[src/rtl/core/quadrature_decoder_x4_glitch_gate_defines.svh]
// Assertion macros used by the quadrature decoder top level.
`ifndef QUADRATURE_DECODER_X4_GLITCH_GATE_DEFINES_SVH
`define QUADRATURE_DECODER_X4_GLITCH_GATE_DEFINES_SVH

`ifndef ASSERT_OFF

`define QDX4_ASSERT(label, clk, rst_n, prop) \
  label: assert property (@(posedge clk) disable iff (!rst_n) prop) \
    else $error("assertion failed");

`define QDX4_ASSERT_NR(label, clk, prop) \
  label: assert property (@(posedge clk) prop) \
    else $error("assertion failed");

`else

`define QDX4_ASSERT(label, clk, rst_n, prop)
`define QDX4_ASSERT_NR(label, clk, prop)

`endif

`endif

[src/rtl/core/qdx4_pkg.sv]
// Types, register indexes and the Gray transition table of the quadrature decoder.
package qdx4_pkg;

  localparam int unsigned CFG_ADDR_W = 4;

  typedef enum logic [1:0] {
    REG_A_SEL   = 2'd0,
    REG_B_SEL   = 2'd1,
    REG_MIN_GAP = 2'd2
  } reg_idx_t;

  typedef enum logic [2:0] {
    OUTC_NONE    = 3'd0,
    OUTC_STEP    = 3'd1,
    OUTC_INVALID = 3'd2,
    OUTC_GLITCH  = 3'd3,
    OUTC_RESYNC  = 3'd4
  } outcome_t;

  localparam logic [1:0] STEP_ZERO = 2'b00;
  localparam logic [1:0] STEP_UP   = 2'b01;
  localparam logic [1:0] STEP_DOWN = 2'b11;

  typedef struct packed {
    logic [2:0]  a_sel;
    logic [2:0]  b_sel;
    logic [15:0] min_gap;
  } cfg_t;

  typedef struct packed {
    logic        cmd;
    logic [7:0]  port_byte;
    logic [31:0] now_ms;
  } item_t;

  typedef struct packed {
    logic [1:0]  phase;
    logic [31:0] position;
    logic [15:0] invalid_cnt;
    logic [15:0] rejected_cnt;
    logic [31:0] last_ms;
  } state_t;

  // Step for a transition, indexed by the old phase then the new phase.
  function automatic logic [1:0] gray_step(input logic [1:0] prev, input logic [1:0] phase);
    logic [1:0] d;
    case ({prev, phase})
      4'd2, 4'd4, 4'd11, 4'd13: d = STEP_UP;
      4'd1, 4'd7, 4'd8, 4'd14:  d = STEP_DOWN;
      default:                  d = STEP_ZERO;
    endcase
    return d;
  endfunction

endpackage

[src/rtl/core/qdx4_cfg.sv]
// APB-style configuration registers of the quadrature decoder.
module qdx4_cfg
  import qdx4_pkg::*;
(
  input  logic                  clk,
  input  logic                  rst_n,
  input  logic                  cfg_psel,
  input  logic                  cfg_penable,
  input  logic                  cfg_pwrite,
  input  logic [CFG_ADDR_W-1:0] cfg_paddr,
  input  logic [31:0]           cfg_pwdata,
  output logic [31:0]           cfg_prdata,
  output logic                  cfg_pready,
  output cfg_t                  cfg
);

  cfg_t     cfg_r;
  cfg_t     cfg_nxt;
  reg_idx_t idx;
  logic     wr_en;

  assign idx        = reg_idx_t'(cfg_paddr[CFG_ADDR_W-1:2]);
  assign wr_en      = cfg_psel && cfg_penable && cfg_pwrite;
  assign cfg_pready = 1'b1;
  assign cfg        = cfg_r;

  always_comb begin
    cfg_nxt = cfg_r;
    if (wr_en) begin
      case (idx)
        REG_A_SEL:   cfg_nxt.a_sel   = cfg_pwdata[2:0];
        REG_B_SEL:   cfg_nxt.b_sel   = cfg_pwdata[2:0];
        REG_MIN_GAP: cfg_nxt.min_gap = cfg_pwdata[15:0];
        default:     cfg_nxt = cfg_r;
      endcase
    end
  end

  always_comb begin
    case (idx)
      REG_A_SEL:   cfg_prdata = {29'b0, cfg_r.a_sel};
      REG_B_SEL:   cfg_prdata = {29'b0, cfg_r.b_sel};
      REG_MIN_GAP: cfg_prdata = {16'b0, cfg_r.min_gap};
      default:     cfg_prdata = 32'b0;
    endcase
  end

  always_ff @(posedge clk) begin
    if (!rst_n) begin
      cfg_r.a_sel   <= 3'd0;
      cfg_r.b_sel   <= 3'd1;
      cfg_r.min_gap <= 16'd0;
    end else begin
      cfg_r <= cfg_nxt;
    end
  end

endmodule

[src/rtl/core/qdx4_step.sv]
// Decode logic for one sample: resync command, phase pick, glitch gate, Gray step and counters.
module qdx4_step
  import qdx4_pkg::*;
(
  input  cfg_t       cfg,
  input  item_t      item,
  input  state_t     st,
  output state_t     st_nxt,
  output logic [1:0] step,
  output outcome_t   outcome
);

  logic [1:0]  phase;
  logic [31:0] elapsed;
  logic        too_soon;
  logic [1:0]  d;

  assign phase    = {item.port_byte[cfg.a_sel], item.port_byte[cfg.b_sel]};
  assign elapsed  = item.now_ms - st.last_ms;
  assign too_soon = (cfg.min_gap != 16'd0) && (elapsed < {16'b0, cfg.min_gap});
  assign d        = gray_step(st.phase, phase);

  always_comb begin
    st_nxt  = st;
    step    = STEP_ZERO;
    outcome = OUTC_NONE;
    if (item.cmd) begin
      st_nxt.phase        = phase;
      st_nxt.position     = 32'd0;
      st_nxt.invalid_cnt  = 16'd0;
      st_nxt.rejected_cnt = 16'd0;
      st_nxt.last_ms      = item.now_ms;
      outcome             = OUTC_RESYNC;
    end else if (phase != st.phase) begin
      if (too_soon) begin
        st_nxt.rejected_cnt = st.rejected_cnt + 16'd1;
        outcome             = OUTC_GLITCH;
      end else begin
        if (cfg.min_gap != 16'd0) begin
          st_nxt.last_ms = item.now_ms;
        end
        st_nxt.phase = phase;
        if (d == STEP_ZERO) begin
          st_nxt.invalid_cnt = st.invalid_cnt + 16'd1;
          outcome            = OUTC_INVALID;
        end else begin
          step            = d;
          st_nxt.position = st.position + {{30{d[1]}}, d};
          outcome         = OUTC_STEP;
        end
      end
    end
  end

endmodule

[src/rtl/core/quadrature_decoder_x4_glitch_gate.sv]
// Top level of the x4 quadrature decoder with an edge-interval glitch gate.
// A result is registered in the output register after its item passes the input register.
// Throughput: one transaction per cycle while out_tready is high; the input register and
// the decode logic both sit before the result register, so back-to-back items stream without gaps.
// Reset is synchronous and active low; it clears phase, position, both counters,
// the last edge time and the configuration registers to their reset values.
`include "quadrature_decoder_x4_glitch_gate_defines.svh"

module quadrature_decoder_x4_glitch_gate
  import qdx4_pkg::*;
(
  input  logic                  clk,
  input  logic                  rst_n,
  input  logic                  in_tvalid,
  output logic                  in_tready,
  input  logic [39:0]           in_tdata,  // port_byte[7:0], now_ms[39:8]
  input  logic                  in_tuser,  // cmd[0]
  output logic                  out_tvalid,
  input  logic                  out_tready,
  // position[31:0], invalid_cnt[47:32], rejected_cnt[63:48], step[65:64], zeros[71:66]
  output logic [71:0]           out_tdata,
  output logic [2:0]            out_tuser, // outcome[2:0]
  input  logic                  cfg_psel,
  input  logic                  cfg_penable,
  input  logic                  cfg_pwrite,
  input  logic [CFG_ADDR_W-1:0] cfg_paddr,
  input  logic [31:0]           cfg_pwdata,
  output logic [31:0]           cfg_prdata,
  output logic                  cfg_pready
);

  cfg_t       cfg;
  logic       s1_valid_r;
  logic       s1_valid_nxt;
  item_t      s1_item_r;
  state_t     st_r;
  state_t     st_nxt;
  logic [1:0] step;
  outcome_t   outcome;
  logic       out_valid_r;
  logic       out_valid_nxt;
  logic [71:0] out_data_r;
  outcome_t   out_outcome_r;
  logic       out_free;
  logic       adv;
  logic       in_acc;

  qdx4_cfg u_cfg (
    .clk         (clk),
    .rst_n       (rst_n),
    .cfg_psel    (cfg_psel),
    .cfg_penable (cfg_penable),
    .cfg_pwrite  (cfg_pwrite),
    .cfg_paddr   (cfg_paddr),
    .cfg_pwdata  (cfg_pwdata),
    .cfg_prdata  (cfg_prdata),
    .cfg_pready  (cfg_pready),
    .cfg         (cfg)
  );

  qdx4_step u_step (
    .cfg     (cfg),
    .item    (s1_item_r),
    .st      (st_r),
    .st_nxt  (st_nxt),
    .step    (step),
    .outcome (outcome)
  );

  assign out_free  = !out_valid_r || out_tready;
  assign adv       = s1_valid_r && out_free;
  assign in_tready = !s1_valid_r || out_free;
  assign in_acc    = in_tvalid && in_tready;

  assign s1_valid_nxt  = in_acc || (s1_valid_r && !adv);
  assign out_valid_nxt = adv || (out_valid_r && !out_tready);

  assign out_tvalid = out_valid_r;
  assign out_tdata  = out_data_r;
  assign out_tuser  = out_outcome_r;

  always_ff @(posedge clk) begin
    if (!rst_n) begin
      s1_valid_r  <= 1'b0;
      out_valid_r <= 1'b0;
      st_r        <= '0;
    end else begin
      s1_valid_r  <= s1_valid_nxt;
      out_valid_r <= out_valid_nxt;
      if (adv) begin
        st_r <= st_nxt;
      end
    end
  end

  always_ff @(posedge clk) begin
    if (in_acc) begin
      s1_item_r.cmd       <= in_tuser;
      s1_item_r.port_byte <= in_tdata[7:0];
      s1_item_r.now_ms    <= in_tdata[39:8];
    end
    if (adv) begin
      out_data_r    <= {6'b0, step, st_nxt.rejected_cnt, st_nxt.invalid_cnt, st_nxt.position};
      out_outcome_r <= outcome;
    end
  end

  `QDX4_ASSERT(a_step_matches_outcome, clk, rst_n,
    out_valid_r |-> ((out_data_r[65:64] != STEP_ZERO) == (out_outcome_r == OUTC_STEP)))
  `QDX4_ASSERT(a_resync_clears, clk, rst_n,
    (out_valid_r && out_outcome_r == OUTC_RESYNC) |-> (out_data_r[63:0] == 64'd0))
  `QDX4_ASSERT(a_state_holds_when_idle, clk, rst_n, !adv |=> $stable(st_r))
  `QDX4_ASSERT(a_result_matches_state, clk, rst_n,
    $past(adv) |-> (out_data_r[31:0] == st_r.position))
  `QDX4_ASSERT_NR(a_reset_empties_pipe, clk, !rst_n |=> (!s1_valid_r && !out_valid_r))

endmodule

[config.mk]
export PLATFORM = sky130hd
export DESIGN_NAME = quadrature_decoder_x4_glitch_gate
export DESIGN_NICKNAME = d
export VERILOG_FILES = /design/src/rtl/core/qdx4_pkg.sv /design/src/rtl/core/qdx4_cfg.sv /design/src/rtl/core/qdx4_step.sv /design/src/rtl/core/quadrature_decoder_x4_glitch_gate.sv
export VERILOG_INCLUDE_DIRS = /design/src /design/src/rtl/core
export SDC_FILE = /design/constraint.sdc
export NUM_CORES = 1
export LEC_CHECK = 0
export BUFFER_PORTS_ARGS = -buffer_cell sky130_fd_sc_hd__buf_2
export CAP_MARGIN = 15
export CORE_MARGIN = 4
export CORE_UTILIZATION = 40
export CTS_CLUSTER_SIZE = 40
export DETAILED_ROUTE_END_ITERATION = 10
export PLACE_DENSITY = 0.68
export SLEW_MARGIN = 20
export SYNTH_ARGS = -nofsm -noshare
export SYNTH_HDL_FRONTEND = slang
export SYNTH_HIERARCHICAL = 1
export SYNTH_SLANG_ARGS = --single-unit
[constraint.sdc]
create_clock -name clk -period 7.7 [get_ports clk]
set_input_delay 1.155 -clock clk [delete_from_list [all_inputs] [get_ports clk]]
set_output_delay 1.155 -clock clk [all_outputs]
set_load 0.01 [all_outputs]
---- Yosys cells after proc, flatten, opt, wreduce, memory -nomap -nowiden ----
Memory sizes are Yosys's and may differ from the RTL's.
Cells that the tools add are included.
word-level totals
  ROM bits ................................ 32
  register bits ........................... 232
  input port bits ......................... 84
  memories kept ........................... 1
  word-level logic and storage cells ...... 73
operators by class
  bitwise operators ....................... 1
  order comparisons ....................... 3
  reduce and logical (&&, ||, !) cells .... 27
  add/sub/neg operators ................... 4
  eq/ne operators ......................... 4
  muxes and demuxes ....................... 16
memories
  name             depth  width  read ports  clocked after memory_dff  write ports  RTL line        RTL
  (no name shown)  16     2      1           0                         0            qdx4_pkg.sv:47  case ({prev, phase})
operators with widths
  kind                   number
  $mux 98                2
  $mux 32                3
  $mux 50                1
  $pmux 16 s3            1
  $add 16x1->16 const B  2
  $add 32x32->32         1
  $lt 32x16->1           1
  $mux 16                2
  $sub 32x32->32         1
  $reduce_bool 16->1     1
  $lt 3x4->1 const B     2
  $logic_and 1x1->1      7
  $bmux 1 s3             2
  $mux 3                 2
  $reduce_and 2->1       3
  $logic_not 1->1        4
  $logic_not 2->1        2
  $logic_or 1x1->1       4
  $reduce_and 4->1       1
  $reduce_bool 2->1      2
  $reduce_or 4->1        1
  $reduce_and 3->1       1
  $eq 2x1->1 const B     1
  $eq 2x2->1 const B     1
  other kinds (6)        7

---- Longest topological paths before layout ----
An unclocked memory read counts as a cell.
  word-level depth ........................ 8
  gate-level depth with buffers ........... 25

---- By module ----
Netlist, hierarchy kept.
by module, submodules not included
  module                             area an instance (µm²)  sequential area each (µm²)  instances  cells each
  quadrature_decoder_x4_glitch_gate  7319.5                  5305.1                      1          551
  qdx4_step                          6100.9                  0.0                         1          942
  qdx4_cfg                           1179.9                  440.4                       1          138

---- Least setup slack after synthesis ----
Ideal clock, no wire load.
  path kind ............................... reg2reg
  from .................................... register u_cfg.cfg_r (netlist bit u_cfg/cfg[16])
  to ...................................... register out_data_r[24] (netlist: out_tdata[24]) (data pin)
  data arrival time ....................... 5.146 ns
  stages on the path, launching flop included .. 18
  path slack .............................. 2.291 ns
  clock period less this slack ............ 5.409 ns
  buffers on the path ..................... 1
  cells stage by stage .................... dfxtp_1 mux4_2 mux2i_1 inv_1 ha_1 mux4_2 clkbuf_1 fa_1 a211o_1 a211o_1 a31oi_1 o221ai_1 a31oi_1 o21bai_1 a21oi_1 xor2_1 nor2_1 mux2_2
RTL lines
  element                 RTL line                                  RTL
  start, declared         qdx4_cfg.sv:17                            cfg_t cfg_r;
  start signal, assigned  qdx4_cfg.sv:54                            cfg_r <= cfg_nxt;
  end signal, assigned    quadrature_decoder_x4_glitch_gate.sv:103  out_data_r <= {6'b0, step, st_nxt.rejected_cnt, st_nxt.invalid_cnt, st_nxt.position};
  end, declared           quadrature_decoder_x4_glitch_gate.sv:42   logic [71:0] out_data_r;

==> flow_metrics.py <==
metrics = {
    "hold_path": {
        "hold_path_class": "reg2reg",
        "hold_depth": 2,
    },
    "final_layout": {
        "area_delta_synth_final_pct": 13.11,
        "drive_above_1_share_pct": 14.45,
        "final_area_mm2": 0.01651,
        "multi_input_area_mm2": 0.008092,
        "seqCellArea_mm2": 0.005746,
        "antenna_cells": 0,
        "finalNonFillerCells": 2219,
        "fin_util_pct": 46.09,
        "nFillCells": 3340,
        "nets": 1904,
    },
    "detailed_routing": {
        "ant_nets": 0,
        "drcViolationCount": 0,
        "vias": 11810,
        "drt-pass1-iter-count": 5,
        "drtIter0Drc": 694,
        "wirelength_um": 33460,
        "wl_per_cell_um": 15.08,
        "avgViaCountPerCell": 5.321,
    },
    "worst_setup_path": {
        "critPathKind": "reg2reg",
        "startpoint": "u_cfg/cfg[16]",
        "crit_arrival_ns": 6.53,
        "rrSetupSlack_ns": 1.66,
        "r2r-end": "st_r[91]",
        "start_kind": "flip-flop",
        "worst-path-max-fanout": 39,
        "cp-endpoint": "st_r[91]",
        "cp.required_ns": 8.19,
        "r2r_start": "u_cfg/cfg[16]",
        "r2r_cells": 17,
        "cp-end-kind": "flip-flop",
    },
    "flow_run": {
        "maxCapViolations": 0,
    },
    "placed_design": {
        "dp_hpwl_um": 22930,
        "io_buffers": 152,
        "place_congestion": 0.8873,
        "preCtsSetupSlack_ns": 1.738,
        "dp.cells": 2165,
        "dpl-instance-area_mm2": 0.01552,
    },
    "synth": {
        "synthCells": 1631,
        "synth_edf_count": 110,
        "syn_area_per_cell_um2": 8.952,
        "yosysWarnings": 6,
        "synth_top_area_cell": "edfxtp_1",
        "ys_types": 78,
        "synth.area.top_cells": "edfxtp_1 23%, dfxtp_1 17%, mux2i_1 8.8%, nand2_1 8.6%, ha_1 7.1%",
        "netlist_area_mm2": 0.01460,
        "synth-seq-cells": 232,
        "ys_async_sr_fraction_pct": 0,
        "synth_top_area_share_pct": 22.62,
        "yosysSeqAreaShare_pct": 39.35,
        "synth-main-ff-cell": "dfxtp_1",
    },
    "clocking": {
        "cts_inserted_buffers": 29,
        "postCtsSetupRepairBufs": 0,
        "post_cts_resize_count": 0,
        "clockRootBuffer": "clkbuf_16",
        "cts_tree": "built",
        "holdBufCountCts": 0,
        "htree_levels": 1,
        "clockBufferDepth": 3,
        "clk_pin_slew_ns": 0.06,
        "clkSinkCount": 232,
        "clkLatencyLatePin_ns": 0.57,
    },
    "floorplan": {
        "die_y_um": 199.1,
        "dieWidth_um": 199.1,
        "pin_count": 194,
        "die-area_mm2": 0.03962,
        "initial_core_util_pct": 40.75,
        "row_count": 69,
        "core_area_mm2": 0.03583,
    },
    "power_and_ir_drop": {
        "vdd_drop_max_mv": 0.1839,
        "cellPowerDensity_mw_per_mm2": 202.7,
        "power.leakage_nw": 6.361,
    },
    "sta": {
        "setup_viol": 0,
        "fmax_mhz": 165.6,
        "setup_slack_ns": 1.663,
        "worst_pin_slew_ns": 1.144,
        "maxSlewHeadroom_pct": 23.72,
        "period_needed_ns": 6.037,
        "final_max_slew_viol_count": 0,
        "grt_setup_unrepaired": "false",
        "fin_worst_skew_ns": 0.01691,
        "hold_viol": 0,
        "fin_crit_sh_pct": 78.41,
        "tns_ns": 0,
    },
    "global_route": {
        "antenna_found_initial": 0,
        "first_global_vias": 11270,
        "grt_max_degree": 168,
        "grt-ovfl-total": 0,
        "grt_first_pass_wirelength_um": 54720,
        "grt.total_usage_pct": 16.39,
    },
    "outcome": {
        "outcome": "finished, final reports clean",
    },
}
stage by stage:
step | power (mW) | hold WS [ns]
2_1_floorplan | 1.835 | 0.4347
3_3_place_gp | 1.962 | 0.4422
3_5_place_dp | 1.976 | 0.4482
4_1_cts | 3.394 | 0.4588
5_1_grt | 3.517 | 0.4704
6_report | 3.347 | 0.4576
cells in the final DEF, fill, tap and decap left out, types with 6 or more instances in the layout:
master / count
a211oi_1: 8
a21o_1: 20
a21oi_1: 95
a31o_2: 9
a31oi_1: 8
and2_1: 16
and3_1: 13
buf_2: 151
buf_4: 8
clkbuf_16: 29
conb_1: 23
dfxtp_1: 122
edfxtp_1: 110
ha_1: 83
inv_1: 65
mux2_1: 7
mux2_2: 13
mux2i_1: 128
nand2_1: 335
nand2b_1: 21
nand3_1: 42
nand4_1: 15
nor2_1: 70
nor2b_1: 32
nor3_1: 18
nor3b_1: 6
nor4_1: 14
o21a_1: 9
o21ai_0: 101
o21bai_1: 7
o31ai_1: 9
or4_1: 11
xnor2_1: 41
xor2_1: 13
final cells by class:
| type | instances | share of cell area (%) |
|---|---|---|
| multi-input combinational | 1245 | 49.00 |
| clock buffer | 33 | 4.546 |
| timing repair buffer | 162 | 5.250 |
| tap | 461 | 3.493 |
| sequential | 232 | 34.79 |
| clock inverter | 21 | 1.447 |
| inverter | 65 | 1.477 |
kinds of logic after synthesis:
group	after synthesis	share of synthesized area, %
xor gates and xnor gates	54	3.239
other	3	0.07712
DFF	232	39.35
buffers and inverters	174	5.973
muxes	153	11.09
and+or+nand+nor	621	19.73
AOI/OAI and AO/OA	309	13.15
adders and majority gates	85	7.387
per-layer routing:
| layer | vias up | track usage (%) | wire (um) |
|---|---|---|---|
| met5 | - | 0 | 0 |
| met2 | 259 | 27.41 | 15530 |
| met3 | 63 | 2.293 | 1488 |
| li1 | 5931 | - | - |
| met4 | 0 | 5.117 | 1004 |
| met1 | 5555 | 22.10 | 15430 |
worst min-delay path by stage:
stage             start  endpoint  slack, ns
2_1_floorplan  st_r[10]  st_r[10]       0.43
3_3_place_gp   st_r[21]  st_r[21]       0.44
3_5_place_dp   st_r[28]  st_r[28]       0.45
4_1_cts        st_r[15]  st_r[15]       0.46
5_1_grt        st_r[28]  st_r[28]       0.47
6_report       st_r[10]  st_r[10]       0.46
synthesized netlist by cell type, drive strengths merged (8+ instances only):
cell type,count
nand2,337
mux2i,128
dfxtp,122
edfxtp,110
o21ai,105
a21oi,96
ha,83
nor2,71
buf,66
inv,65
clkbuf,43
nand3,42
xnor2,41
nor2b,34
nand2b,21
a21o,20
mux2,20
nor3,18
and2,17
nand4,15
nor4,15
and3,13
xor2,13
or4,11
a31o,9
a31oi,9
o21a,9
o31ai,9
a211oi,8
flip-flops by register name, indices dropped and copies added, names as in the netlist:
| signal | count |
|---|---|
| u_cfg/cfg | 22 |
| out_tvalid | 1 |
| st_r | 98 |
| s1_valid_r | 1 |
| s1_item_r | 41 |
| out_tuser | 3 |
| out_tdata | 66 |
power breakdown:
group / switching, mW / total (mW) / leakage [nW] / internal (mW)
clock: 0.555 / 1.39 / 0.470 / 0.839
combinational: 0.358 / 0.577 / 3.87 / 0.219
sequential: 0.0282 / 1.38 / 2.02 / 1.35
total: 0.941 / 3.35 / 6.36 / 2.41
worst max-delay path, stage by stage, from the launching register on:
cell and delay (ns):
dfxtp_1 0.42, mux4_2 0.52, mux2i_1 0.51, inv_1 0.17, ha_1 0.24, mux4_2 0.85
ha_1 0.46, a211oi_1 0.28, o21ai_0 0.14, a21oi_1 0.28, o21ai_1 0.23, a311oi_1 0.38
nor2_1 0.15, a41oi_1 0.41, or4b_1 0.48, a21oi_1 0.19, nand2_1 0.07, mux2i_1 0.16
Power figures use the tool's default switching activity.
